<file path="src/sv/fdc_pkg.sv">
package fdc_pkg;

  localparam int MAX_PAYLOAD_DEF  = 48;
  localparam int BUFFER_BYTES_DEF = 64;
  localparam int HDR_BYTES        = 6;
  localparam int RESULT_CAP       = 48;

  localparam logic [15:0] CRC_INIT = 16'hFFFF;
  localparam logic [15:0] CRC_POLY = 16'hA001;

  localparam logic [7:0] SYNC_FIRST_RST  = 8'hAA;
  localparam logic [7:0] SYNC_SECOND_RST = 8'h55;

  typedef enum logic [0:0] {
    CFG_SYNC_FIRST  = 1'b0,
    CFG_SYNC_SECOND = 1'b1
  } cfg_idx_e;

  typedef enum logic [2:0] {
    KIND_DATA     = 3'd0,
    KIND_SHORT    = 3'd1,
    KIND_LONG     = 3'd2,
    KIND_CRC      = 3'd3,
    KIND_OVERFLOW = 3'd4
  } kind_e;

  typedef enum logic [3:0] {
    S_IDLE,
    S_CHECK,
    S_H0,
    S_H1,
    S_H2,
    S_HEV,
    S_CRC,
    S_CEV,
    S_DRD,
    S_DEM,
    S_FIN
  } state_e;

  // one byte through the reflected CRC-16, one bit per step
  function automatic logic [15:0] crc16_byte(logic [15:0] crc_in, logic [7:0] data);
    logic [15:0] c;
    c = crc_in ^ {8'h00, data};
    for (int b = 0; b < 8; b++) begin
      if (c[0]) begin
        c = (c >> 1) ^ CRC_POLY;
      end else begin
        c = c >> 1;
      end
    end
    return c;
  endfunction

endpackage

</file>
<file path="src/sv/frame_deframer_crc16_core.sv">
// Flow: an accepted byte is written to the frame memory; each header check reads four header
// bytes, and a complete frame adds a CRC pass over all its bytes and a read per payload byte.
// Throughput: one byte at a time; in_ready_o stays low until the byte has been handled, and
// all passes share the single read port of the frame memory.
// Reset: asynchronous, active low; clears fill count, head pointer and handshakes and
// loads the sync registers with 0xAA and 0x55. Memory contents are not cleared.
module frame_deframer_crc16_core #(
  parameter int MAX_PAYLOAD  = fdc_pkg::MAX_PAYLOAD_DEF,
  parameter int BUFFER_BYTES = fdc_pkg::BUFFER_BYTES_DEF
) (
  input  logic       clk_i,
  input  logic       rst_ni,
  input  logic       cfg_we_i,
  input  logic       cfg_idx_i,
  input  logic [7:0] cfg_data_i,
  input  logic       in_valid_i,
  output logic       in_ready_o,
  input  logic [7:0] rx_byte_i,
  output logic       out_valid_o,
  input  logic       out_ready_i,
  output logic [2:0] kind_o,
  output logic [7:0] cmd_o,
  output logic [7:0] seq_o,
  output logic [5:0] payload_len_o,
  output logic       has_data_o,
  output logic [7:0] data_byte_o,
  output logic       last_o
);

  localparam int AW  = (BUFFER_BYTES > 1) ? $clog2(BUFFER_BYTES) : 1;
  localparam int FW  = $clog2(BUFFER_BYTES + 1);
  localparam int PW  = $clog2(MAX_PAYLOAD + 1);
  localparam int TW  = $clog2(MAX_PAYLOAD + fdc_pkg::HDR_BYTES + 3);
  localparam int CW  = (FW > TW) ? FW : TW;

  function automatic logic [AW-1:0] wrap_add(logic [AW-1:0] a, logic [FW-1:0] b);
    logic [FW:0] s;
    s = (FW+1)'(a) + (FW+1)'(b);
    if (s >= (FW+1)'(BUFFER_BYTES)) begin
      s = s - (FW+1)'(BUFFER_BYTES);
    end
    return s[AW-1:0];
  endfunction

  fdc_pkg::state_e state_q, state_d;

  logic [7:0]    sync_first_q, sync_second_q;
  logic [AW-1:0] head_q, head_d;
  logic [FW-1:0] fill_q, fill_d;
  logic [7:0]    b0_q, b0_d, b1_q, b1_d, b2_q, b2_d;
  logic [FW-1:0] total_q, total_d;
  logic [PW-1:0] plen_q, plen_d;
  logic [PW-1:0] idx_q, idx_d;
  logic [FW-1:0] iss_q, iss_d;
  logic [FW-1:0] ridx_q;
  logic          rvalid_q;
  logic [15:0]   crc_q, crc_d;
  logic [15:0]   rx_crc_q, rx_crc_d;
  logic [7:0]    cmd_q, cmd_d, seq_q, seq_d;

  // frame memory, circular around head_q
  logic [7:0]    frame_mem_q [BUFFER_BYTES];
  logic [7:0]    rdata_q;
  logic          rd_en, wr_en;
  logic [FW-1:0] rd_off;
  logic [AW-1:0] rd_addr, wr_addr;

  logic          drop_en;
  logic [FW-1:0] drop_n;

  // one-result lookahead so the final result of a run can be tagged last
  logic          pend_v_q;
  fdc_pkg::kind_e pend_kind_q;
  logic [7:0]    pend_cmd_q, pend_seq_q, pend_data_q;
  logic [5:0]    pend_len_q;
  logic          pend_has_q;

  logic          out_v_q;
  logic [2:0]    out_kind_q;
  logic [7:0]    out_cmd_q, out_seq_q, out_data_q;
  logic [5:0]    out_len_q;
  logic          out_has_q, out_last_q;

  // results given so far in this run; beyond the cap they are dropped
  logic [5:0]    nres_q;
  logic          cap_hit, emit_go;

  logic          emit, flush, out_free, can_emit, out_load;
  fdc_pkg::kind_e emit_kind;
  logic [7:0]    emit_cmd, emit_seq, emit_data;
  logic [5:0]    emit_len;
  logic          emit_has;

  logic [15:0]   body;
  logic          sync_ok;
  logic [CW-1:0] total_c;

  assign out_free = !out_v_q || out_ready_i;
  assign cap_hit  = (nres_q == 6'(fdc_pkg::RESULT_CAP));
  assign can_emit = cap_hit || !pend_v_q || out_free;
  assign emit_go  = emit && can_emit && !cap_hit;
  assign out_load = (emit_go && pend_v_q) || flush;

  assign body    = {rdata_q, b2_q};
  assign sync_ok = (b0_q == sync_first_q) && (b1_q == sync_second_q);
  assign total_c = CW'(body) + CW'(fdc_pkg::HDR_BYTES);

  assign in_ready_o = (state_q == fdc_pkg::S_IDLE);
  assign wr_addr    = wrap_add(head_q, fill_q);
  assign rd_addr    = wrap_add(head_q, rd_off);

  always_comb begin
    state_d   = state_q;
    head_d    = head_q;
    fill_d    = fill_q;
    b0_d      = b0_q;
    b1_d      = b1_q;
    b2_d      = b2_q;
    total_d   = total_q;
    plen_d    = plen_q;
    idx_d     = idx_q;
    iss_d     = iss_q;
    crc_d     = crc_q;
    rx_crc_d  = rx_crc_q;
    cmd_d     = cmd_q;
    seq_d     = seq_q;
    rd_en     = 1'b0;
    rd_off    = '0;
    wr_en     = 1'b0;
    drop_en   = 1'b0;
    drop_n    = '0;
    emit      = 1'b0;
    emit_kind = fdc_pkg::KIND_DATA;
    emit_cmd  = '0;
    emit_seq  = '0;
    emit_len  = '0;
    emit_has  = 1'b0;
    emit_data = '0;
    flush     = 1'b0;

    unique case (state_q)
      fdc_pkg::S_IDLE: begin
        if (in_valid_i) begin
          if (fill_q == FW'(BUFFER_BYTES)) begin
            // store full: clear it, drop the byte, report overflow
            fill_d    = '0;
            emit      = 1'b1;
            emit_kind = fdc_pkg::KIND_OVERFLOW;
            state_d   = fdc_pkg::S_FIN;
          end else begin
            wr_en   = 1'b1;
            fill_d  = fill_q + FW'(1);
            state_d = fdc_pkg::S_CHECK;
          end
        end
      end
      fdc_pkg::S_CHECK: begin
        if (fill_q < FW'(fdc_pkg::HDR_BYTES)) begin
          state_d = fdc_pkg::S_FIN;
        end else begin
          rd_en   = 1'b1;
          rd_off  = FW'(0);
          state_d = fdc_pkg::S_H0;
        end
      end
      fdc_pkg::S_H0: begin
        b0_d    = rdata_q;
        rd_en   = 1'b1;
        rd_off  = FW'(1);
        state_d = fdc_pkg::S_H1;
      end
      fdc_pkg::S_H1: begin
        b1_d    = rdata_q;
        rd_en   = 1'b1;
        rd_off  = FW'(2);
        state_d = fdc_pkg::S_H2;
      end
      fdc_pkg::S_H2: begin
        b2_d    = rdata_q;
        rd_en   = 1'b1;
        rd_off  = FW'(3);
        state_d = fdc_pkg::S_HEV;
      end
      fdc_pkg::S_HEV: begin
        priority if (!sync_ok) begin
          drop_en = 1'b1;
          drop_n  = FW'(1);
          state_d = fdc_pkg::S_CHECK;
        end else if (body < 16'd2) begin
          emit      = 1'b1;
          emit_kind = fdc_pkg::KIND_SHORT;
          if (can_emit) begin
            drop_en = 1'b1;
            drop_n  = FW'(2);
            state_d = fdc_pkg::S_CHECK;
          end
        end else if (body > 16'(MAX_PAYLOAD + 2)) begin
          emit      = 1'b1;
          emit_kind = fdc_pkg::KIND_LONG;
          if (can_emit) begin
            drop_en = 1'b1;
            drop_n  = FW'(2);
            state_d = fdc_pkg::S_CHECK;
          end
        end else if (CW'(fill_q) < total_c) begin
          // frame not complete yet: wait for more bytes
          state_d = fdc_pkg::S_FIN;
        end else begin
          total_d = FW'(total_c);
          plen_d  = PW'(body - 16'd2);
          crc_d   = fdc_pkg::CRC_INIT;
          iss_d   = '0;
          state_d = fdc_pkg::S_CRC;
        end
      end
      fdc_pkg::S_CRC: begin
        if (iss_q != total_q) begin
          rd_en  = 1'b1;
          rd_off = iss_q;
          iss_d  = iss_q + FW'(1);
        end
        if (rvalid_q) begin
          priority if (ridx_q == total_q - FW'(2)) begin
            rx_crc_d[7:0] = rdata_q;
          end else if (ridx_q == total_q - FW'(1)) begin
            rx_crc_d[15:8] = rdata_q;
            state_d        = fdc_pkg::S_CEV;
          end else begin
            crc_d = fdc_pkg::crc16_byte(crc_q, rdata_q);
            if (ridx_q == FW'(4)) begin
              cmd_d = rdata_q;
            end
            if (ridx_q == FW'(5)) begin
              seq_d = rdata_q;
            end
          end
        end
      end
      fdc_pkg::S_CEV: begin
        priority if (rx_crc_q != crc_q) begin
          emit      = 1'b1;
          emit_kind = fdc_pkg::KIND_CRC;
          if (can_emit) begin
            drop_en = 1'b1;
            drop_n  = total_q;
            state_d = fdc_pkg::S_CHECK;
          end
        end else if (plen_q == '0) begin
          emit      = 1'b1;
          emit_kind = fdc_pkg::KIND_DATA;
          emit_cmd  = cmd_q;
          emit_seq  = seq_q;
          if (can_emit) begin
            drop_en = 1'b1;
            drop_n  = total_q;
            state_d = fdc_pkg::S_CHECK;
          end
        end else begin
          idx_d   = '0;
          state_d = fdc_pkg::S_DRD;
        end
      end
      fdc_pkg::S_DRD: begin
        rd_en   = 1'b1;
        rd_off  = FW'(fdc_pkg::HDR_BYTES) + FW'(idx_q);
        state_d = fdc_pkg::S_DEM;
      end
      fdc_pkg::S_DEM: begin
        emit      = 1'b1;
        emit_kind = fdc_pkg::KIND_DATA;
        emit_cmd  = cmd_q;
        emit_seq  = seq_q;
        emit_len  = 6'(plen_q);
        emit_has  = 1'b1;
        emit_data = rdata_q;
        if (can_emit) begin
          if (idx_q == plen_q - PW'(1)) begin
            drop_en = 1'b1;
            drop_n  = total_q;
            state_d = fdc_pkg::S_CHECK;
          end else begin
            idx_d   = idx_q + PW'(1);
            state_d = fdc_pkg::S_DRD;
          end
        end
      end
      fdc_pkg::S_FIN: begin
        if (pend_v_q) begin
          if (out_free) begin
            flush   = 1'b1;
            state_d = fdc_pkg::S_IDLE;
          end
        end else begin
          state_d = fdc_pkg::S_IDLE;
        end
      end
      default: begin
        state_d = fdc_pkg::S_IDLE;
      end
    endcase

    if (drop_en) begin
      head_d = wrap_add(head_q, drop_n);
      fill_d = fill_q - drop_n;
    end
  end

  always_ff @(posedge clk_i or negedge rst_ni) begin
    if (!rst_ni) begin
      state_q       <= fdc_pkg::S_IDLE;
      head_q        <= '0;
      fill_q        <= '0;
      rvalid_q      <= 1'b0;
      pend_v_q      <= 1'b0;
      out_v_q       <= 1'b0;
      nres_q        <= '0;
      sync_first_q  <= fdc_pkg::SYNC_FIRST_RST;
      sync_second_q <= fdc_pkg::SYNC_SECOND_RST;
    end else begin
      state_q  <= state_d;
      head_q   <= head_d;
      fill_q   <= fill_d;
      rvalid_q <= rd_en;
      if (flush) begin
        pend_v_q <= 1'b0;
      end else if (emit_go) begin
        pend_v_q <= 1'b1;
      end
      if (state_q == fdc_pkg::S_FIN) begin
        nres_q <= '0;
      end else if (emit_go) begin
        nres_q <= nres_q + 6'd1;
      end
      if (out_load) begin
        out_v_q <= 1'b1;
      end else if (out_ready_i) begin
        out_v_q <= 1'b0;
      end
      if (cfg_we_i) begin
        unique case (fdc_pkg::cfg_idx_e'(cfg_idx_i))
          fdc_pkg::CFG_SYNC_FIRST:  sync_first_q  <= cfg_data_i;
          fdc_pkg::CFG_SYNC_SECOND: sync_second_q <= cfg_data_i;
          default: ;
        endcase
      end
    end
  end

  always_ff @(posedge clk_i) begin
    b0_q     <= b0_d;
    b1_q     <= b1_d;
    b2_q     <= b2_d;
    total_q  <= total_d;
    plen_q   <= plen_d;
    idx_q    <= idx_d;
    iss_q    <= iss_d;
    crc_q    <= crc_d;
    rx_crc_q <= rx_crc_d;
    cmd_q    <= cmd_d;
    seq_q    <= seq_d;
    if (rd_en) begin
      ridx_q <= rd_off;
    end
    if (emit_go) begin
      pend_kind_q <= emit_kind;
      pend_cmd_q  <= emit_cmd;
      pend_seq_q  <= emit_seq;
      pend_len_q  <= emit_len;
      pend_has_q  <= emit_has;
      pend_data_q <= emit_data;
    end
    if (out_load) begin
      out_kind_q <= pend_kind_q;
      out_cmd_q  <= pend_cmd_q;
      out_seq_q  <= pend_seq_q;
      out_len_q  <= pend_len_q;
      out_has_q  <= pend_has_q;
      out_data_q <= pend_data_q;
      out_last_q <= flush;
    end
  end

  // writes happen only while idle, so reads never race a write to the same entry
  always_ff @(posedge clk_i) begin
    if (wr_en) begin
      frame_mem_q[wr_addr] <= rx_byte_i;
    end
    if (rd_en) begin
      rdata_q <= frame_mem_q[rd_addr];
    end
  end

  assign out_valid_o   = out_v_q;
  assign kind_o        = out_kind_q;
  assign cmd_o         = out_cmd_q;
  assign seq_o         = out_seq_q;
  assign payload_len_o = out_len_q;
  assign has_data_o    = out_has_q;
  assign data_byte_o   = out_data_q;
  assign last_o        = out_last_q;

endmodule

</file>
<file path="config.mk">
export PLATFORM = sky130hd
export DESIGN_NAME = frame_deframer_crc16_core
export DESIGN_NICKNAME = d
export VERILOG_FILES = /design/src/sv/fdc_pkg.sv /design/src/sv/frame_deframer_crc16_core.sv
export SDC_FILE = /design/constraint.sdc
export NUM_CORES = 1
export LEC_CHECK = 0
export BUFFER_PORTS_ARGS = -buffer_cell sky130_fd_sc_hd__buf_4
export CORE_ASPECT_RATIO = 1.75
export CORE_MARGIN = 1.5
export CORE_UTILIZATION = 63
export DETAILED_ROUTE_END_ITERATION = 8
export HOLD_SLACK_MARGIN = 0.1
export PLACE_DENSITY = 0.84
export SKIP_CTS_REPAIR_TIMING = 1
export SYNTH_ARGS = -nofsm -noshare
export SYNTH_HDL_FRONTEND = slang
export SYNTH_SLANG_ARGS = --single-unit
</file>
<file path="constraint.sdc">
create_clock -name clk_i -period 5.5 [get_ports clk_i]
set_input_delay 1.65 -clock clk_i [delete_from_list [all_inputs] [get_ports clk_i]]
set_output_delay 1.65 -clock clk_i [all_outputs]
set_load 0.05 [all_outputs]
</file>
==> flow_summary.toml <==
[floorplan]
die_height_um = 295
io_pins = 59
core-area_um2 = 47900
start_util = 0.641
chipWidth_um = 170
fp-row-count = 106
die-area_um2 = 50100

[clock_tree]
cts_num_sinks = 733
cts_max_path_buffers = 3
htree_levels = 2
cts_tree = "yes"
cts_made_buffers = 61
clk_pin_slew_ns = 0.07
cts_root_buf = "clkbuf_16"
clk_latency_ns = 0.64

[sta]
hold_violations = 0
report.final.slew_viol_count = 0
fmax_ghz = 0.199
rsz0062_at_grt = "no"
tns_ns = 0
fin_ws_ns = 0.463
fin_crit_ns = 5.04
relSlewSlack = 0.295
tightestPinTransition_ns = 1.05
timing.hold.ws_ns = 0.407
finalCritPeriodShare = 0.916
finalClockSkew_ns = 0.0445
finalSetupViolCount = 0

[worst_setup_path]
rrSetupSlack_ns = 0.46
worst_path_max_delay_cell = "fa_4"
path_cells = "xor2_1, nor4_1, a21oi_2, a221o_1, fa_4, buf_4, mux4_2, mux4_2, mux2i_1, mux2i_1"
worstSetupPathType = "reg -> reg"
path_max_fanout = 32
worstPathRequired_ns = 5.87
end_kind = "flip-flop"
critPathMaxStageDelay_ns = 1.09
worstPathArrival_ns = 5.40
startpoint_type = "flip-flop"

[synthesis]
netlist_top_cells_area = "edfxtp_1 (68%), mux4_2 (12%), dfrtp_1 (2.8%)"
syn_area_um2 = 30700
synth_largest_area_cell = "edfxtp_1"
yosysTopAreaCellShare = 0.677
synth_nets = 1738
synthFlopType = "edfxtp_1"
synth_cell_types = 78
ys_ff_latch = 733
synth_area_per_cell_um2 = 18.4
ys_warn_count = 0
ys_seq_area_frac = 0.711
yosysMostFrequentCell = "edfxtp_1"
synth_edf_count = 691
postSynthCellCount = 1671
synthTopCellsByCount = "edfxtp_1 (691), mux4_2 (160), nor2_1 (119)"
ys_async_sr_fraction = 0.0573

[placed_design]
io_buffers = 58
dp.cells = 2360
place_hpwl_mm = 45.6
post-place-ws_ns = 0.569
gp_congestion = 0.965

[layout]
antenna_cells = 0
final_cells = 2475
area_growth_pct = 11.9
final_nets = 1842
multi_input_area_um2 = 8530
drive_gt1_frac = 0.229
fill_cells = 2769
seqCellArea_um2 = 21800

[global_route]
grt_usage = 0.298
antenna_found_initial = 1
grt_pass1_vias = 16700
gr-total-overflow = 0
grt_max_degree = 65
grt_pass1_wl_mm = 106

[pwr]
peakVddDrop_uv = 539
intPower_mw = 13.3
powerDensity_nw_per_um2 = 594
combPwrFrac = 0.420
p_leak_nw = 11.3
swShare = 0.345
finalPower_mw = 20.4
seqPwrFrac = 0.349
clkPwrFrac = 0.231
switching_power_mw = 7.03

[drt]
wl_per_cell_um = 28.9
remaining_drc_errors = 0
dr.pass1.iters = 5
routed_wirelength_mm = 71.4
via_per_inst = 6.46
antenna_left = 0
drtIter0Drc = 1392
vias = 16000

[status]
status = "complete, no violations"

[flow_run]
max-cap-violations = 0

[min_path]
hold_path_class = "reg -> reg"
-- sequential cells by signal, indices dropped and copies added, names as in the netlist, 8 cells and up --
register       flops
frame_mem_q      512
cmd_q              8
pend_cmd_q         8
pend_data_q        8
seq_q              8
b0_q               8
b2_q               8
cmd_o              8
sync_first_q       8
crc_q             16
sync_second_q      8
data_byte_o        8
seq_o              8
rx_crc_q          16
rdata_q            8
b1_q               8
pend_seq_q         8
-- worst paths after layout --
path	startpoint	to	cells after the start
min in group asynchronous	rst_ni	out_valid_o	1
setup / recovery	total_q[5]	rdata_q[3]	10
max in group asynchronous	rst_ni	sync_first_q[0]	1
hold reg to reg	pend_len_q[1]	payload_len_o[1]	0
hold / removal	pend_len_q[1]	payload_len_o[1]	0
setup reg to reg	total_q[5]	rdata_q[3]	10
-- final cells by class --
cell class	instances	area share
sequential	733	0.636
clock buffer	72	0.0460
timing repair buffer	104	0.0257
clock inverter	43	0.0177
multi-input combinational	847	0.248
tap	648	0.0236
inverter	28	0.00310
-- critical path: cells and delay by family (launching register included) --
family                     cells  cell delay (ns)
muxes                          4             1.22
adders and majority gates      1             1.09
AOI/OAI and AO/OA              2             0.68
DFF                            1             0.56
buffers and inverters          1             0.49
and+or+nand+nor                1             0.48
xor gates and xnor gates       1             0.22
-- through the flow --
step                      cell area, µm²   util
after floorplan                    30700      -
after global placement             32100  0.671
after detailed placement           32100  0.671
after CTS                          34300  0.717
after global routing               34300  0.717
final                              34300  0.717
-- logic make-up (layout without fill, tap and decap cells) --
logic type / after synthesis / in the layout / share of synthesized area
AO/OA/AOI/OAI: 119 / 119 / 0.0276
multiplexers: 208 / 208 / 0.134
XOR/XNOR: 125 / 125 / 0.0375
buffers and inverters: 91 / 247 / 0.0126
AND/OR/NAND/NOR: 350 / 350 / 0.0579
adder cells (fa/ha/maj): 45 / 45 / 0.0193
flip-flops: 733 / 733 / 0.711
-- power by group through the flow --
stage / sequential [mW] / combinational [mW] / clock, mW
floorplan: 7.08 / 5.86 / 0
global placement: 7.20 / 8.16 / 0
detailed placement: 7.23 / 8.38 / 0
CTS: 7.11 / 8.58 / 4.75
global route: 7.16 / 8.98 / 4.95
finish: 7.12 / 8.56 / 4.71
-- cells in the final DEF, fill, tap and decap left out, types with 27 or more instances in the layout --
master / synthesis / layout
buf_4: 0 / 96
clkbuf_16: 0 / 61
dfrtp_1: 34 / 34
edfxtp_1: 691 / 691
ha_1: 41 / 40
inv_1: 27 / 27
mux2i_1: 29 / 29
mux4_2: 160 / 160
nand2_1: 72 / 72
nor2_1: 119 / 119
xnor2_1: 69 / 66
xor2_1: 52 / 52
-- routing by layer --
layer	vias up	share of wire	global-route usage
met5	-	0.00018	0
met4	2	0.064	0.170
met2	786	0.56	0.559
met1	8168	0.32	0.318
li1	6813	-	-
met3	226	0.057	0.0415
No activity file was read; power rests on OpenSTA's default activity.
